### src/rtl/psbd_pkg.sv
package psbd_pkg;

    // Filter geometry and bit timing
    localparam int SHAPING_TAPS     = 35;
    localparam int EQUALIZER_TAPS   = 45;
    localparam int SAMPLES_PER_BIT  = 12;
    localparam int BITS_PER_WORD    = 5;
    localparam int ALIGN            = (SHAPING_TAPS - 1) / 2;
    localparam int LAG              = ALIGN + EQUALIZER_TAPS - 1;
    localparam int CARRIER_PERIOD   = 6;

    // Datapath widths
    localparam int SAMPLE_W   = 8;
    localparam int MIX_W      = 10;
    localparam int SHP_W      = 29;
    localparam int COEF_W     = 17;
    localparam int PROD_W     = SHP_W + COEF_W;
    localparam int ACC_W      = 48;
    localparam int IDX_W      = 11;
    localparam int PHASE_W    = 3;
    localparam int WPF_W      = 5;
    localparam int TDATA_W    = 8;
    localparam int TAP_IDX_W  = $clog2(EQUALIZER_TAPS);

    localparam logic [IDX_W-1:0] SAMPLE_INDEX_MAX = {IDX_W{1'b1}};

    // Configuration port
    localparam int CFG_ADDR_W = 3;
    localparam int CFG_DATA_W = 32;
    localparam logic REG_WORDS_PER_FRAME = 1'b0;
    localparam logic [WPF_W-1:0] WPF_RESET = 5'd22;

    // Control of one tap ring
    typedef struct packed {
        logic clear;   // zero every cell
        logic shift;   // every cell takes its neighbor's value
        logic load;    // head takes a new value instead of the tail
    } chain_ctl_t;

    // Root-raised-cosine matched filter
    localparam logic signed [COEF_W-1:0] SHAPING_COEF [SHAPING_TAPS] = '{
        -17'sd183,   17'sd1141,  17'sd2387,  17'sd3088,  17'sd2855,  17'sd1530,
        -17'sd709,  -17'sd3331, -17'sd5541, -17'sd6451, -17'sd5320, -17'sd1772,
         17'sd4053,  17'sd11463, 17'sd19322, 17'sd26280, 17'sd31063, 17'sd32767,
         17'sd31063, 17'sd26280, 17'sd19322, 17'sd11463, 17'sd4053, -17'sd1772,
        -17'sd5320, -17'sd6451, -17'sd5541, -17'sd3331, -17'sd709,   17'sd1530,
         17'sd2855,  17'sd3088,  17'sd2387,  17'sd1141, -17'sd183
    };

    // Equalizer
    localparam logic signed [COEF_W-1:0] EQUALIZER_COEF [EQUALIZER_TAPS] = '{
        -17'sd739,  -17'sd1411, -17'sd1968, -17'sd2152, -17'sd1764, -17'sd768,
         17'sd650,   17'sd2089,  17'sd386,  -17'sd2136, -17'sd1426, -17'sd436,
         17'sd684,   17'sd1762,  17'sd2636,  17'sd3184,  17'sd3344,  17'sd3125,
         17'sd2592,  17'sd1850,  17'sd1028,  17'sd263,  -17'sd324,  -17'sd652,
        -17'sd694,  -17'sd481,  -17'sd89,    17'sd374,   17'sd788,   17'sd1047,
         17'sd1074,  17'sd841,   17'sd367,  -17'sd282,  -17'sd1013, -17'sd1714,
        -17'sd136,   17'sd767,   17'sd954,   17'sd622,   17'sd90,   -17'sd313,
        -17'sd363,  -17'sd2,    -17'sd1476
    };

    // Sample times doubled carrier cosine: 2, 1, -1, -2, -1, 1
    function automatic logic signed [MIX_W-1:0] carrier_mix(
        input logic signed [SAMPLE_W-1:0] x,
        input logic [PHASE_W-1:0]         ph
    );
        logic signed [MIX_W-1:0] xe;
        xe = MIX_W'(x);
        case (ph)
            3'd0:    carrier_mix = xe <<< 1;
            3'd1:    carrier_mix = xe;
            3'd2:    carrier_mix = -xe;
            3'd3:    carrier_mix = -(xe <<< 1);
            3'd4:    carrier_mix = -xe;
            3'd5:    carrier_mix = xe;
            default: carrier_mix = '0;
        endcase
    endfunction

endpackage

### src/rtl/psbd_tap_cell.sv
module psbd_tap_cell #(
    parameter int WIDTH = psbd_pkg::SHP_W
) (
    input  logic                     aclk,
    input  logic                     aresetn,
    input  psbd_pkg::chain_ctl_t     ctl,
    input  logic signed [WIDTH-1:0]  d_in,
    output logic signed [WIDTH-1:0]  d_out
);

    logic signed [WIDTH-1:0] data_reg;
    logic signed [WIDTH-1:0] data_next;

    // clear wins over shift; otherwise hold
    always_comb begin
        if (ctl.clear) begin
            data_next = '0;
        end else if (ctl.shift) begin
            data_next = d_in;
        end else begin
            data_next = data_reg;
        end
    end

    always_ff @(posedge aclk) begin
        if (!aresetn) begin
            data_reg <= '0;
        end else begin
            data_reg <= data_next;
        end
    end

    assign d_out = data_reg;

endmodule

### src/rtl/psbd_tap_chain.sv
module psbd_tap_chain #(
    parameter int WIDTH = psbd_pkg::SHP_W,
    parameter int TAPS  = psbd_pkg::EQUALIZER_TAPS
) (
    input  logic                     aclk,
    input  logic                     aresetn,
    input  psbd_pkg::chain_ctl_t     ctl,
    input  logic signed [WIDTH-1:0]  din,
    output logic signed [WIDTH-1:0]  tail
);

    // link[k] feeds cell k, cell k drives link[k+1]
    logic signed [WIDTH-1:0] link [TAPS+1];

    // head takes the new value on load, else the ring wraps the tail around
    assign link[0] = ctl.load ? din : link[TAPS];
    assign tail    = link[TAPS];

    for (genvar k = 0; k < TAPS; k++) begin : g_cell
        psbd_tap_cell #(
            .WIDTH (WIDTH)
        ) u_cell (
            .aclk    (aclk),
            .aresetn (aresetn),
            .ctl     (ctl),
            .d_in    (link[k]),
            .d_out   (link[k+1])
        );
    end

endmodule

### config.mk
export PLATFORM = sky130hd
export DESIGN_NAME = psbd_tap_chain
export DESIGN_NICKNAME = d
export VERILOG_FILES = /design/src/rtl/psbd_pkg.sv /design/src/rtl/psbd_tap_cell.sv /design/src/rtl/psbd_tap_chain.sv
export SDC_FILE = /design/constraint.sdc
export NUM_CORES = 2
export LEC_CHECK = 0
export BUFFER_PORTS_ARGS = -buffer_cell sky130_fd_sc_hd__buf_4
export CAP_MARGIN = 0
export CORE_AREA = 8 8 290 292
export CTS_CLUSTER_DIAMETER = 150
export DETAILED_ROUTE_END_ITERATION = 16
export DIE_AREA = 0 0 298 300
export PLACE_DENSITY = 0.76
export SLEW_MARGIN = 5
export SYNTH_ARGS = -nofsm -noshare
export SYNTH_HDL_FRONTEND = slang
export SYNTH_HIERARCHICAL = 1
export SYNTH_SLANG_ARGS = --single-unit
### constraint.sdc
create_clock -name aclk -period 1.9 [get_ports aclk]
set_clock_uncertainty 0.15 [all_clocks]
set_input_delay 0.19 -clock aclk [delete_from_list [all_inputs] [get_ports aclk]]
set_output_delay 0.19 -clock aclk [all_outputs]
set_load 0.05 [all_outputs]
==> out/metrics.csv <==
stage;metric;value;unit
global_routing;vias in the first global route;28200;
yosys;Mapped Nets;4296;
global_routing;Overall Global Routing Usage;20.2;%
sta;measured slew at the worst slew-check pin;889;ps
pwr;Leakage Power;22.6;nW
critical_path;Critical Path Start;ctl[1];
yosys;Yosys cell types;11;
sta;final setup fails;0;
cts;Sink Count;1305;
cts;H-tree depth;4;
global_routing;first-pass GRT wire length;151000;um
die;Die Height;300;um
layout;fill count;6004;
pwr;Pwr per Cell Area;1040;nW/um2
placement;IO buf count;62;
global_routing;largest net degree at the start of global routing;64;
status;status;finished clean;
die;Ports;63;
critical_path;CP arrival;2230;ps
route;Vias/cell;5.16;
hold_path;Hold Path Origin;ctl[0];
sta;Tcrit/Tclk final;94.0;%
route;via count;28600;
layout;Register Area;26100;um2
yosys;syn avg cell area;11.1;um2
route;drt pass-1 iters;5;
placement;DP Area;48300;um2
die;die area;89400;um2
pwr;maximum VDD drop;0.000910;V
placement;DPL Wire Length;59600;um
critical_path;slowest CP cell;dlygate4sd3_1;
hold_path;worst hold path type;in -> reg;
sta;Slew HR;40.5;%
die;Core ar.;79600;um2
sta;Period minus WS final;1790;ps
placement;gpl congestion;0.768;
route;drt total wl;92500;um
global_routing;initial antenna violation count;1;
cts;CTS tree;done;
sta;Setup TNS;0;ps
yosys;synth warn;6;
sta;RSZ-0062 raised after global routing;no;
layout;area of the multi-input gates;18600;um2
critical_path;Worst EP required;2340;ps
critical_path;crit-path max FO;63;
sta;max-slew violation count;0;
critical_path;logic depth of the worst path, buffers included;5;
run;Max-Cap Viols;0;
critical_path;CP Class;in -> reg;
cts;clock latency at the later pin of the worst-skew pair;710;ps
critical_path;Critical Path Sink Type;register;
layout;Layout area overhead;13.0;%
yosys;flops & latches, synth;1305;
global_routing;global route overflow;0;
sta;Final Hold Vio Count;0;
cts;CTS Buf Count;130;
route;DRC;0;
layout;layout cells sized above 1;10.0;%
critical_path;Setup crit start kind;input pin;
die;Starting Density;59.2;%
critical_path;worst-path cell chain;buf_16 -> dlygate4sd3_1 -> buf_12 -> mux2i_1 -> nor2_1;
layout;max FFs per register;1305;
critical_path;Worst path top cell family by delay;buffers and inverters;
cts;Root Driver;clkbuf_16;
route;antenna-violating nets left;0;
critical_path;critical path's largest stage delay;1130;ps
route;Starting DRT DRC Count;1579;
die;number of cell rows;104;
cts;Worst-path clk slew;60;ps
layout;fin area;53300;um2
critical_path;worst r2r path cells;4;
yosys;Synth Instances;4262;
die;die width;298;um
route;WL/cell;16.7;um
critical_path;worst path bufs/invs;3;
critical_path;worst reg2reg path startpoint;g_cell[44].u_cell/d_out[23];
yosys;Seq/Total Area, Yosys;55.4;%
hold_path;worst hold path cell count;4;
layout;ANT cells;0;
cts;CTS Buffer Depth;3;
layout;nets;4418;
sta;Max Fclk;0.560;GHz
yosys;Cell Area, Synth;47100;um2
-- layer usage --
metal	share of wire [%]	GRT usage (%)
met3	3.6	3.44
met1	50	28.4
met4	2.0	6.01
met2	45	32.1
met5	0	0
-- worst min-delay path, cell delays in order --
cell and delay [ps]:
buf_4 280, mux2_4 280, mux2i_1 60, nor2_1 70
-- synthesized netlist by cell type --
cell type  number  share of area, %
dfxtp_1      1305                55
mux2i_1      1305                28
nor2_1       1305                10
buf_2          91              0.97
buf_6          47               1.1
buf_12         45               1.9
buf_4          45              0.72
clkbuf_1       45              0.36
nand2b_1       45              0.60
mux2_2         19              0.45
mux2_4         10              0.32
-- final cells by class --
type	instances	area share (%)
repair buffers	263	5.20
multi-input cells	2684	34.9
flip-flops and latches	1305	49.1
well taps	1060	2.49
clock inverters	41	0.966
clock buffers	194	7.35
-- power by group --
group	switching (W)	internal [W]	total (W)
Clock	0.0107	0.0151	0.0258
Combinational	0.00137	0.00103	0.00241
Sequential	0.0000116	0.0274	0.0274
Total	0.0121	0.0435	0.0556
-- path summary, 6_finish.rpt --
path,endpoint,slack [ps]
max,g_cell[35].u_cell/d_out[22],110
min reg2reg,g_cell[34].u_cell/d_out[13],340
min,g_cell[0].u_cell/d_out[27],50
max reg2reg,g_cell[0].u_cell/d_out[23],260
-- logic make-up after synthesis --
logic type,synth area share [%]
DFF,55.4
buffers and inverters,5.08
and+or+nand+nor,11.0
muxes,28.5
-- repair_timing --
action / 4_1_cts / 5_1_grt
endpoints found under the hold margin: 170 / 0
setup buffers: 0 / 0
endpoints found under the setup margin: 1 / 13
hold buffers: 57 / 0
pin swaps: 0 / 0
gates resized for setup: 1 / 0
-- through the flow --
| stage | total power, W | setup WS [ps] | std cells | hold WS, ps | utilization (%) |
|---|---|---|---|---|---|
| final | 0.0556 | 113 | 5547 | 52.5 | 66.9 |
| after detailed placement | 0.0303 | 311 | 5257 | 330 | 60.6 |
| after global routing | 0.0574 | 75.8 | 5547 | 32.8 | 66.9 |
| after global placement | 0.0303 | 364 | 5257 | 321 | 60.6 |
| after floorplan | 0.0299 | 673 | 4262 | 309 | - |
| after CTS | 0.0561 | 69.8 | 5549 | 7.61 | 66.9 |
-- placed cells by master, fill, tap and decap left out, drive strengths merged --
cell / n
clkinv: 24
dfxtp: 1305
nor2: 1305
mux2i: 1305
buf: 209
inv: 9
dlygate4sd3: 54
clkbuf: 194
clkinvlp: 3
nand2b: 45
mux2: 29
bufinv: 5
No activity file was read; power rests on OpenSTA's default activity.
